===== src/atfb_pkg.sv =====
// atfb_pkg: shared types, character codes and helpers for the telemetry frame builder
// no dependencies; imported by every module of the block

package atfb_pkg;

  localparam logic [7:0] ASCII_AT   = 8'h40;
  localparam logic [7:0] ASCII_R    = 8'h52;
  localparam logic [7:0] ASCII_A    = 8'h41;
  localparam logic [7:0] ASCII_X    = 8'h58;
  localparam logic [7:0] ASCII_ZERO = 8'h30;
  localparam logic [7:0] ASCII_CR   = 8'h0D;
  localparam logic [3:0] NIB_MASK   = 4'hF;

  localparam int unsigned NUM_BUTTONS = 4;

  // fixed part of the checksum: '@' 'R' 'A' 'B' 'C' 'D' and the '0' of each button digit
  localparam logic [7:0] CHK_BASE = 8'(int'(ASCII_AT) + int'(ASCII_R)
                                     + 4 * int'(ASCII_A) + 6
                                     + 4 * int'(ASCII_ZERO));

  typedef struct packed {
    logic [9:0] light_reading;
    logic       button_a_level;
    logic       button_b_level;
    logic       button_c_state;
    logic       button_d_state;
  } atfb_in_t;

  typedef struct packed {
    logic [7:0] frame_byte;
    logic       frame_end;
  } atfb_out_t;

  // partially converted sample inside the front pipeline
  typedef struct packed {
    logic       thou;
    logic [3:0] hund;
    logic [3:0] tens;
    logic [9:0] rem;
    logic [3:0] levels;
  } atfb_work_t;

  // classified sample passed from front to back
  typedef struct packed {
    logic [3:0][3:0] digits;
    logic [1:0]      ndig_m1;
    logic [3:0]      levels;
    logic [7:0]      chk;
  } atfb_desc_t;

  typedef enum logic [3:0] {
    ST_AT,
    ST_R,
    ST_DIG,
    ST_BTN_L,
    ST_BTN_V,
    ST_X,
    ST_HI,
    ST_LO,
    ST_CR
  } atfb_state_e;

  function automatic logic [7:0] hex_char(input logic [3:0] nib);
    logic [7:0] c;
    if (nib < 4'd10) begin
      c = ASCII_ZERO + {4'd0, nib};
    end else begin
      c = ASCII_A + {4'd0, nib} - 8'd10;
    end
    return c;
  endfunction

endpackage


===== src/atfb_front.sv =====
// atfb_front: three-stage intake pipeline that splits the reading into decimal digits
// and works out digit count and checksum; depends on atfb_pkg

module atfb_front
  import atfb_pkg::*;
(
  input  logic       clk_i,
  input  logic       rst_ni,
  input  logic       in_valid_i,
  output logic       in_ready_o,
  input  atfb_in_t   in_data_i,
  output logic       desc_valid_o,
  input  logic       desc_ready_i,
  output atfb_desc_t desc_o
);

  logic       v1_q, v1_d, v2_q, v2_d, v3_q, v3_d;
  logic       en1, en2, en3;
  atfb_work_t s1_q, s1_d, s2_q, s2_d, s3_q, s3_d;

  logic [9:0]  r1;
  logic [15:0] prod1;
  logic [6:0]  r2;
  logic [14:0] prod2;
  logic [6:0]  r3;
  logic [3:0]  ones;
  logic [1:0]  ndig_m1;
  logic [2:0]  ndig;
  logic [7:0]  dsum;

  assign en3 = !v3_q || desc_ready_i;
  assign en2 = !v2_q || en3;
  assign en1 = !v1_q || en2;
  assign in_ready_o = en1;

  assign v1_d = en1 ? in_valid_i : v1_q;
  assign v2_d = en2 ? v1_q : v2_q;
  assign v3_d = en3 ? v2_q : v3_q;

  // stage 1: thousands and hundreds
  always_comb begin
    s1_d        = s1_q;
    s1_d.thou   = (in_data_i.light_reading >= 10'd1000);
    r1          = s1_d.thou ? (in_data_i.light_reading - 10'd1000) : in_data_i.light_reading;
    prod1       = 16'(r1) * 16'd41;
    s1_d.hund   = prod1[15:12];
    s1_d.tens   = 4'd0;
    s1_d.rem    = r1;
    s1_d.levels = {in_data_i.button_d_state, in_data_i.button_c_state,
                   in_data_i.button_b_level, in_data_i.button_a_level};
  end

  // stage 2: remainder below one hundred
  always_comb begin
    s2_d     = s1_q;
    r2       = 7'(s1_q.rem - 10'(s1_q.hund) * 10'd100);
    s2_d.rem = {3'd0, r2};
  end

  // stage 3: tens
  always_comb begin
    s3_d      = s2_q;
    prod2     = 15'(s2_q.rem[6:0]) * 15'd205;
    s3_d.tens = prod2[14:11];
  end

  // classification out of stage 3
  always_comb begin
    r3   = s3_q.rem[6:0];
    ones = 4'(r3 - 7'(s3_q.tens) * 7'd10);
    if (s3_q.thou) begin
      ndig_m1 = 2'd3;
    end else if (s3_q.hund != 4'd0) begin
      ndig_m1 = 2'd2;
    end else if (s3_q.tens != 4'd0) begin
      ndig_m1 = 2'd1;
    end else begin
      ndig_m1 = 2'd0;
    end
    ndig = {1'b0, ndig_m1} + 3'd1;
    dsum = {7'd0, s3_q.thou} + {4'd0, s3_q.hund} + {4'd0, s3_q.tens} + {4'd0, ones};
    desc_o.digits  = {{3'd0, s3_q.thou}, s3_q.hund, s3_q.tens, ones};
    desc_o.ndig_m1 = ndig_m1;
    desc_o.levels  = s3_q.levels;
    desc_o.chk     = CHK_BASE + 8'({5'd0, ndig} * ASCII_ZERO) + dsum
                     + {7'd0, s3_q.levels[0]} + {7'd0, s3_q.levels[1]}
                     + {7'd0, s3_q.levels[2]} + {7'd0, s3_q.levels[3]};
  end

  assign desc_valid_o = v3_q;

  always_ff @(posedge clk_i or negedge rst_ni) begin
    if (!rst_ni) begin
      v1_q <= 1'b0;
      v2_q <= 1'b0;
      v3_q <= 1'b0;
    end else begin
      v1_q <= v1_d;
      v2_q <= v2_d;
      v3_q <= v3_d;
    end
  end

  always_ff @(posedge clk_i) begin
    if (en1 && in_valid_i) begin
      s1_q <= s1_d;
    end
    if (en2 && v1_q) begin
      s2_q <= s2_d;
    end
    if (en3 && v2_q) begin
      s3_q <= s3_d;
    end
  end

endmodule


===== src/atfb_queue.sv =====
// atfb_queue: two-entry queue of classified samples between front and back
// depends on atfb_pkg

module atfb_queue
  import atfb_pkg::*;
(
  input  logic       clk_i,
  input  logic       rst_ni,
  input  logic       push_valid_i,
  output logic       push_ready_o,
  input  atfb_desc_t push_data_i,
  output logic       pop_valid_o,
  input  logic       pop_ready_i,
  output atfb_desc_t pop_data_o
);

  atfb_desc_t  mem_q [2];
  logic        wr_ptr_q, wr_ptr_d, rd_ptr_q, rd_ptr_d;
  logic [1:0]  count_q, count_d;
  logic        push, pop;

  assign push_ready_o = (count_q != 2'd2);
  assign pop_valid_o  = (count_q != 2'd0);
  assign push = push_valid_i && push_ready_o;
  assign pop  = pop_valid_o && pop_ready_i;
  assign pop_data_o = mem_q[rd_ptr_q];

  always_comb begin
    wr_ptr_d = push ? !wr_ptr_q : wr_ptr_q;
    rd_ptr_d = pop ? !rd_ptr_q : rd_ptr_q;
    count_d  = count_q + {1'b0, push} - {1'b0, pop};
  end

  always_ff @(posedge clk_i or negedge rst_ni) begin
    if (!rst_ni) begin
      wr_ptr_q <= 1'b0;
      rd_ptr_q <= 1'b0;
      count_q  <= 2'd0;
    end else begin
      wr_ptr_q <= wr_ptr_d;
      rd_ptr_q <= rd_ptr_d;
      count_q  <= count_d;
    end
  end

  always_ff @(posedge clk_i) begin
    if (push) begin
      mem_q[wr_ptr_q] <= push_data_i;
    end
  end

endmodule


===== src/atfb_back.sv =====
// atfb_back: frame sequencer that emits one character per beat into an output register
// depends on atfb_pkg

module atfb_back
  import atfb_pkg::*;
(
  input  logic       clk_i,
  input  logic       rst_ni,
  input  logic       desc_valid_i,
  output logic       desc_ready_o,
  input  atfb_desc_t desc_i,
  output logic       out_valid_o,
  input  logic       out_ready_i,
  output atfb_out_t  out_data_o
);

  atfb_state_e state_q, state_d;
  logic [1:0]  dig_q, dig_d;
  logic [1:0]  btn_q, btn_d;
  logic        out_valid_q, out_valid_d;
  atfb_out_t   out_q, out_d;
  logic        load;

  assign load = desc_valid_i && (!out_valid_q || out_ready_i);

  always_comb begin
    state_d       = state_q;
    dig_d         = dig_q;
    btn_d         = btn_q;
    out_d.frame_byte = ASCII_AT;
    out_d.frame_end  = 1'b0;
    desc_ready_o  = 1'b0;
    case (state_q)
      ST_AT: begin
        out_d.frame_byte = ASCII_AT;
        state_d = ST_R;
      end
      ST_R: begin
        out_d.frame_byte = ASCII_R;
        dig_d   = desc_i.ndig_m1;
        state_d = ST_DIG;
      end
      ST_DIG: begin
        out_d.frame_byte = ASCII_ZERO + {4'd0, desc_i.digits[dig_q]};
        if (dig_q == 2'd0) begin
          btn_d   = 2'd0;
          state_d = ST_BTN_L;
        end else begin
          dig_d = dig_q - 2'd1;
        end
      end
      ST_BTN_L: begin
        out_d.frame_byte = ASCII_A + {6'd0, btn_q};
        state_d = ST_BTN_V;
      end
      ST_BTN_V: begin
        out_d.frame_byte = ASCII_ZERO + {7'd0, desc_i.levels[btn_q]};
        if (btn_q == 2'(NUM_BUTTONS - 1)) begin
          state_d = ST_X;
        end else begin
          btn_d   = btn_q + 2'd1;
          state_d = ST_BTN_L;
        end
      end
      ST_X: begin
        out_d.frame_byte = ASCII_X;
        state_d = ST_HI;
      end
      ST_HI: begin
        out_d.frame_byte = hex_char(desc_i.chk[7:4]);
        state_d = ST_LO;
      end
      ST_LO: begin
        out_d.frame_byte = hex_char(desc_i.chk[3:0] & NIB_MASK);
        state_d = ST_CR;
      end
      ST_CR: begin
        out_d.frame_byte = ASCII_CR;
        out_d.frame_end  = 1'b1;
        desc_ready_o     = load;
        state_d = ST_AT;
      end
      default: begin
        state_d = ST_AT;
      end
    endcase
    if (!load) begin
      state_d = state_q;
      dig_d   = dig_q;
      btn_d   = btn_q;
    end
    if (load) begin
      out_valid_d = 1'b1;
    end else if (out_ready_i) begin
      out_valid_d = 1'b0;
    end else begin
      out_valid_d = out_valid_q;
    end
  end

  always_ff @(posedge clk_i or negedge rst_ni) begin
    if (!rst_ni) begin
      state_q     <= ST_AT;
      dig_q       <= 2'd0;
      btn_q       <= 2'd0;
      out_valid_q <= 1'b0;
    end else begin
      state_q     <= state_d;
      dig_q       <= dig_d;
      btn_q       <= btn_d;
      out_valid_q <= out_valid_d;
    end
  end

  always_ff @(posedge clk_i) begin
    if (load) begin
      out_q <= out_d;
    end
  end

  assign out_valid_o = out_valid_q;
  assign out_data_o  = out_q;

endmodule


===== src/ascii_telemetry_frame_builder.sv =====
// ascii_telemetry_frame_builder: top level joining intake pipeline, queue and frame sequencer
// depends on atfb_pkg, atfb_front, atfb_queue and atfb_back

// Each accepted sample set becomes one ASCII frame of 15 to 18 bytes, one beat per cycle
// while the receiver is ready: '@' 'R', the light reading in decimal, 'A'..'D' each with
// its digit, 'X', two uppercase hex checksum digits and a closing carriage return flagged
// with frame_end. The first byte passes through the three-stage digit pipeline, the queue
// write and the output register. Up to two classified samples wait in the queue and three
// more in the pipeline, so intake keeps going while the output side stalls, until these
// are full. No state across frames.

module ascii_telemetry_frame_builder
  import atfb_pkg::*;
(
  input  logic      clk_i,
  input  logic      rst_ni,
  input  logic      in_valid_i,
  output logic      in_ready_o,
  input  atfb_in_t  in_data_i,
  output logic      out_valid_o,
  input  logic      out_ready_i,
  output atfb_out_t out_data_o
);

  logic       f_valid, f_ready, b_valid, b_ready;
  atfb_desc_t f_desc, b_desc;

  atfb_front u_front (
    .clk_i        (clk_i),
    .rst_ni       (rst_ni),
    .in_valid_i   (in_valid_i),
    .in_ready_o   (in_ready_o),
    .in_data_i    (in_data_i),
    .desc_valid_o (f_valid),
    .desc_ready_i (f_ready),
    .desc_o       (f_desc)
  );

  atfb_queue u_queue (
    .clk_i        (clk_i),
    .rst_ni       (rst_ni),
    .push_valid_i (f_valid),
    .push_ready_o (f_ready),
    .push_data_i  (f_desc),
    .pop_valid_o  (b_valid),
    .pop_ready_i  (b_ready),
    .pop_data_o   (b_desc)
  );

  atfb_back u_back (
    .clk_i        (clk_i),
    .rst_ni       (rst_ni),
    .desc_valid_i (b_valid),
    .desc_ready_o (b_ready),
    .desc_i       (b_desc),
    .out_valid_o  (out_valid_o),
    .out_ready_i  (out_ready_i),
    .out_data_o   (out_data_o)
  );

  a_end_is_cr : assert property (@(posedge clk_i) disable iff (!rst_ni)
    out_valid_o && out_data_o.frame_end |-> out_data_o.frame_byte == ASCII_CR)
    else $error("frame_end on a byte other than carriage return");

  a_frame_restart : assert property (@(posedge clk_i) disable iff (!rst_ni)
    out_valid_o && out_ready_i && out_data_o.frame_end
    |=> !out_valid_o || out_data_o.frame_byte == ASCII_AT)
    else $error("frame does not start with '@' after carriage return");

  a_at_then_r : assert property (@(posedge clk_i) disable iff (!rst_ni)
    out_valid_o && out_ready_i && out_data_o.frame_byte == ASCII_AT
    |=> !out_valid_o || out_data_o.frame_byte == ASCII_R)
    else $error("'@' not followed by 'R'");

  a_dequeue_on_end : assert property (@(posedge clk_i) disable iff (!rst_ni)
    b_ready |=> out_valid_o && out_data_o.frame_end)
    else $error("sample released without carriage return loaded");

endmodule


===== config.mk =====
export PLATFORM = sky130hd
export DESIGN_NAME = ascii_telemetry_frame_builder
export DESIGN_NICKNAME = d
export VERILOG_FILES = /design/src/atfb_pkg.sv /design/src/atfb_front.sv /design/src/atfb_queue.sv /design/src/atfb_back.sv /design/src/ascii_telemetry_frame_builder.sv
export SDC_FILE = /design/constraint.sdc
export NUM_CORES = 1
export LEC_CHECK = 0
export BUFFER_PORTS_ARGS = -buffer_cell sky130_fd_sc_hd__buf_2
export CAP_MARGIN = 20
export CORE_ASPECT_RATIO = 2
export CORE_UTILIZATION = 60
export DETAILED_ROUTE_END_ITERATION = 10
export PLACE_DENSITY = 0.82
export SETUP_SLACK_MARGIN = 0.15
export SLEW_MARGIN = 15
export SYNTH_ARGS = -nofsm -noshare
export SYNTH_HDL_FRONTEND = slang
export SYNTH_HIERARCHICAL = 1
export SYNTH_SLANG_ARGS = --single-unit

===== constraint.sdc =====
create_clock -name clk_i -period 5.25 [get_ports clk_i]
set_clock_uncertainty 0.2 [all_clocks]
set_input_delay 1.05 -clock clk_i [delete_from_list [all_inputs] [get_ports clk_i]]
set_output_delay 1.05 -clock clk_i [all_outputs]
set_load 0.01 [all_outputs]

# Yosys cells after proc, flatten, opt, wreduce, memory -nomap -nowiden
# Memories as Yosys holds them, arrays and structs flattened.
# Index checks and enable logic that the tools add are counted.
dict set report totals {
  regBits 74
  ramBits 54
  in_bits 18
  out_inout_bits 11
  wordCells 127
  mem_count 1
}
# memory depth width read_ports rd_clocked_by_memory_dff write_ports line
set mem_list {}
lappend mem_list {u_queue.mem_q 2 27 1 0 1 atfb_queue.sv:17} ;# atfb_desc_t mem_q [2];
dict set report op_classes {
  n_addsub 26
  multipliers 5
  magnitude_cmp 5
  eq_ne 13
  muxes 25
  reduce_logical 27
}
# cell n
set ops {}
lappend ops {{$pmux W8 S8} 1}
lappend ops {{$add A8 B1 Y8} 4}
lappend ops {{$pmux W4 S8} 1}
lappend ops {{$add A6 B4 Y7 const A} 3}
lappend ops {{$add A7 B4 Y8 const A} 2}
lappend ops {{$add A8 B4 Y8} 2}
lappend ops {{$eq A4 B3 Y1 const B} 4}
lappend ops {{$mul A10 B6 Y16 const B} 1}
lappend ops {{$mux W8} 2}
lappend ops {{$sub A8 B4 Y8 const B} 2}
lappend ops {{$mul A7 B8 Y15 const B} 1}
lappend ops {{$ge A10 B10 Y1 const B} 1}
lappend ops {{$mux W10} 1}
lappend ops {{$mux W2} 5}
lappend ops {{$sub A10 B10 Y10 const B} 1}
lappend ops {{$add A7 B2 Y8 const A} 1}
lappend ops {{$add A7 B8 Y8 const A} 1}
lappend ops {{$add A8 B8 Y8} 1}
lappend ops {{$bmux W4 S2} 1}
lappend ops {{$eq A4 B2 Y1 const B} 2}
lappend ops {{$lt A4 B4 Y1 const B} 2}
lappend ops {{$mux W1} 8}
lappend ops {{$mux W4} 2}
lappend ops {{$pmux W2 S2} 2}
lappend ops {{30 further kinds} 50}

# Depth between registers and ports, before layout
dict set report depth {
  word_depth 12
  mapped_depth 17
  ltp_nobuf 17
}

# Hierarchy
# Netlist, hierarchy kept.
# mod n_inst cells_each area_each_um2 seq_area_each_um2
set by_module_without_submodules {}
lappend by_module_without_submodules {atfb_front 1 358 4157.7 1546.5}
lappend by_module_without_submodules {atfb_queue 1 115 2388.5 1901.8}
lappend by_module_without_submodules {atfb_back 1 148 1365.1 465.4}

# Least setup slack after synthesis
# No wires, ideal clock.
dict set report synth_path {
  path_type {input to register}
  start {input in_data_i[11] in the netlist's numbering}
  end {register u_front/s1_q[21] in the netlist's numbering, data pin}
  setup_time_ps 135
  t_arrival_ps 4272
  t_required_ps 4915
  slack_ps 643
  cell_stages 15
  path_buffers 0
  path_cell_list {nand4_1 -> or2_2 -> inv_1 -> nand2_1 -> a21boi_0 -> ha_1 -> fa_1 -> ha_1 -> ha_1 -> o21a_1 -> o2111ai_1 -> o2bb2ai_1 -> a21oi_1 -> or4b_1 -> nand3_1}
}
# item line
set synth_rtl {}
lappend synth_rtl {{start: declaration} ascii_telemetry_frame_builder.sv:19} ;# input atfb_in_t in_data_i,
lappend synth_rtl {{end signal: assignment} atfb_front.sv:106} ;# s1_q <= s1_d;
lappend synth_rtl {{end: declaration} atfb_front.sv:19} ;# atfb_work_t s1_q, s1_d, s2_q, s2_d, s3_q, s3_d;

==> flow_metrics.tcl <==
set metrics [dict create \
    status "complete, no violations" \
    cts_tree "yes" \
    grt_usage_pct 23.7 \
    endpoint_kind "flip-flop" \
    numCtsBuffers 17 \
    die-area_um2 13700 \
    die_w_um 83.2 \
    wl_per_cell_um 18.4 \
    slew_headroom_pct 45.9 \
    critPathMaxFanout 6 \
    post_cts_buffers 0 \
    first_pass_iters 4 \
    path_cells "buf_2 > o21ai_0 > or2_2 > inv_1 > nand2_1 > a21boi_0 > ha_1 > fa_1 > ha_1 > ha_1 > or3_1 > nor3_1 > a21oi_1 > or4b_1 > nand3_1" \
    cp_slowest_cell "or4b_1" \
    antenna_cells 0 \
    clkTransAtPathRegs_ns 0.06 \
    viasPerCell 5.96 \
    drt.antenna.violating_nets 0 \
    hold_viol 0 \
    cts.htree.levels 4 \
    grt_setup_unrepaired "no" \
    tightestPinTransition_ns 0.811 \
    wirelength_um 15100 \
    portBuffers 27 \
    row_count 59 \
    drive_gt1_share_pct 16.2 \
    grt_max_degree 31 \
    start_util_pct 61.2 \
    first_global_vias 5087 \
    finalCritPeriodShare_pct 89.4 \
    yosysSeqAreaShare_pct 49.5 \
    timing.hold.ws_ns 0.219 \
    path_class "input pin to flip-flop" \
    synthArstFlopShare_pct 12.0 \
    grt_pass1_wl_um 24100 \
    gp_congestion 0.871 \
    finalCriticalPeriod_ns 4.69 \
    critPathMaxStageDelay_ns 0.54 \
    synth_cell_type_count 67 \
    drv_slew 0 \
    overflow 0 \
    tns_ns 0 \
    clk_path_buf_depth 2 \
    hold_path.class "flip-flop to flip-flop" \
    fp.coreArea_um2 12900 \
    final_nets 790 \
    required_ns 5.34 \
    syn_to_final_growth_pct 10.5 \
    cp.arrival_ns 4.78 \
    crit_family "simple AND/OR/NAND/NOR gates" \
    timing.fmax_mhz 213 \
    setup_viol 0 \
    drt_iter0_markers 308 \
    syn_inst 621 \
    dp_hpwl_um 11500 \
    antenna_found_initial 0 \
    cts_resized 0 \
    fp.dieH_um 164 \
    cpMostUsedCell "ha_1" \
    synth_flop_cell "edfxtp_1" \
    cts_hold_buffers 0 \
    clkLatencyLatePin_ns 0.42 \
    clock-root-buffer "clkbuf_16" \
    drc_errors 0 \
    synth_area_um2 7910 \
    ios 29 \
    cp-start-kind "input pin" \
    syn-mean-instance-area_um2 12.7 \
    synth_edf_count 117 \
    crit_buf_inv 2 \
    vias 4886 \
    yosysWarningCount 6 \
    maxCapViolations 0 \
    cts_sinks 133 \
    synth_seq_cells 133 \
]
-- sequential cells by signal, indices dropped and copies added, names as in the netlist --
register	cells
u_queue/wr_ptr_q	1
u_front/desc_o	13
u_back/btn_q	2
u_front/v1_q	1
u_front/s1_q	16
u_front/desc_valid_o	1
u_back/out_data_o	8
u_back/state_q	4
u_back/out_valid_o	1
u_front/s2_q	16
u_queue/count_q	2
u_back/dig_q	2
u_front/r3	4
u_queue/mem_q	60
u_queue/rd_ptr_q	1
u_front/v2_q	1
-- metal layers --
layer,up-vias,GRT usage [%],share of wire (%)
li1,2297,-,-
met1,2402,19.6,31
met2,125,47.3,60
met3,62,4.70,2.7
met4,0,18.0,6.2
met5,-,0,0
-- layout make-up --
type / instances / area, um^2
fillers: 844 / 4180
flip-flops and latches: 133 / 3910
multi-input cells: 386 / 3580
clock buffers: 18 / 429
inverters: 88 / 330
well taps: 152 / 190
repair buffers: 29 / 150
clock inverters: 14 / 141
-- layout by cell type (no fill, tap or decap), types with 6 or more instances in the layout --
master     synthesis  final
fa_1              21     21
nor2_1            22     21
nand2_1           19     19
xnor2_1           22     22
nand3_1            6      6
o21ai_0           17     17
dfrtp_1           16     16
edfxtp_1         117    117
inv_1             87     87
xor2_1             7      7
a211oi_1           8      8
and2_1             7      7
a21o_1             7      7
nor2b_1           14     14
mux2_2            31     31
a21oi_1           18     18
buf_2              6     27
nor3_1             7      7
clkbuf_16          0     17
ha_1              96     96
nand2b_1          10     10
-- cells in the mapped netlist, types with 4 or more instances --
master    count  area share [%]
nand2_1      19            0.90
dfrtp_1      16             5.1
nor2b_1      14             1.1
mux2_2       31             4.4
mux4_2        5             1.4
buf_2         6            0.38
nand3_1       6            0.38
nand2b_1     10            0.79
nor3_1        7            0.44
inv_1        87             4.1
fa_1         21             5.3
xnor2_1      22             2.4
buf_4         5            0.47
and2_1        7            0.55
edfxtp_1    117              44
or2_2         4            0.32
and3_1        4            0.32
a211oi_1      8            0.76
o21ai_0      17             1.1
a21o_1        7            0.66
nor2_1       22             1.0
ha_1         96              15
a21oi_1      18             1.1
xor2_1        7            0.77
-- cells by family after synthesis --
group                    count (synthesis)  share of synthesized area (%)
flip-flops                             133                           49.5
adder cells (fa/ha/maj)                117                           20.5
AND/OR/NAND/NOR                        110                           7.56
buffers and inverters                  104                           5.36
AO/OA/AOI/OAI                           89                           7.84
multiplexers                            37                           5.96
XOR/XNOR                                29                           3.21
other                                    2                         0.0949
-- worst register-to-register path: cells and delay by family, from the launching register on --
family	cells	cell delay, ns
adders and majority gates	6	2.04
xor gates and xnor gates	3	0.67
DFF	1	0.51
AOI/OAI and AO/OA	3	0.49
buffers and inverters	3	0.20
and+or+nand+nor	1	0.05
-- stage by stage --
stage / utilization (%) / instance area, um^2 / cells / setup WS, ns
final: 67.6 / 8740 / 820 / 0.557
after global routing: 67.6 / 8740 / 820 / 0.363
after global placement: 63.2 / 8170 / 788 / 0.356
after detailed placement: 63.2 / 8170 / 788 / 0.176
after CTS: 67.6 / 8740 / 820 / 0.620
after floorplan: - / 7920 / 623 / 0.643
-- worst paths after layout --
check                                   start             endpoint  slack [ns]  depth (start not counted)
max                              in_data_i[7]     u_front/s1_q[21]        0.56                         15
max reg2reg                u_front/desc_o[18]  u_queue/mem_q[0][6]        0.84                         16
max in group asynchronous              rst_ni    u_back/state_q[2]        4.23                          1
min reg2reg                  u_front/s2_q[20]   u_front/desc_o[24]        0.22                          0
min                          u_front/s2_q[20]   u_front/desc_o[24]        0.22                          0
min in group asynchronous              rst_ni   u_queue/count_q[0]        0.34                          1
Power is left out: the tool's default activity adds up to more than one toggle a clock period on the data nets, which glitch-free logic cannot reach.
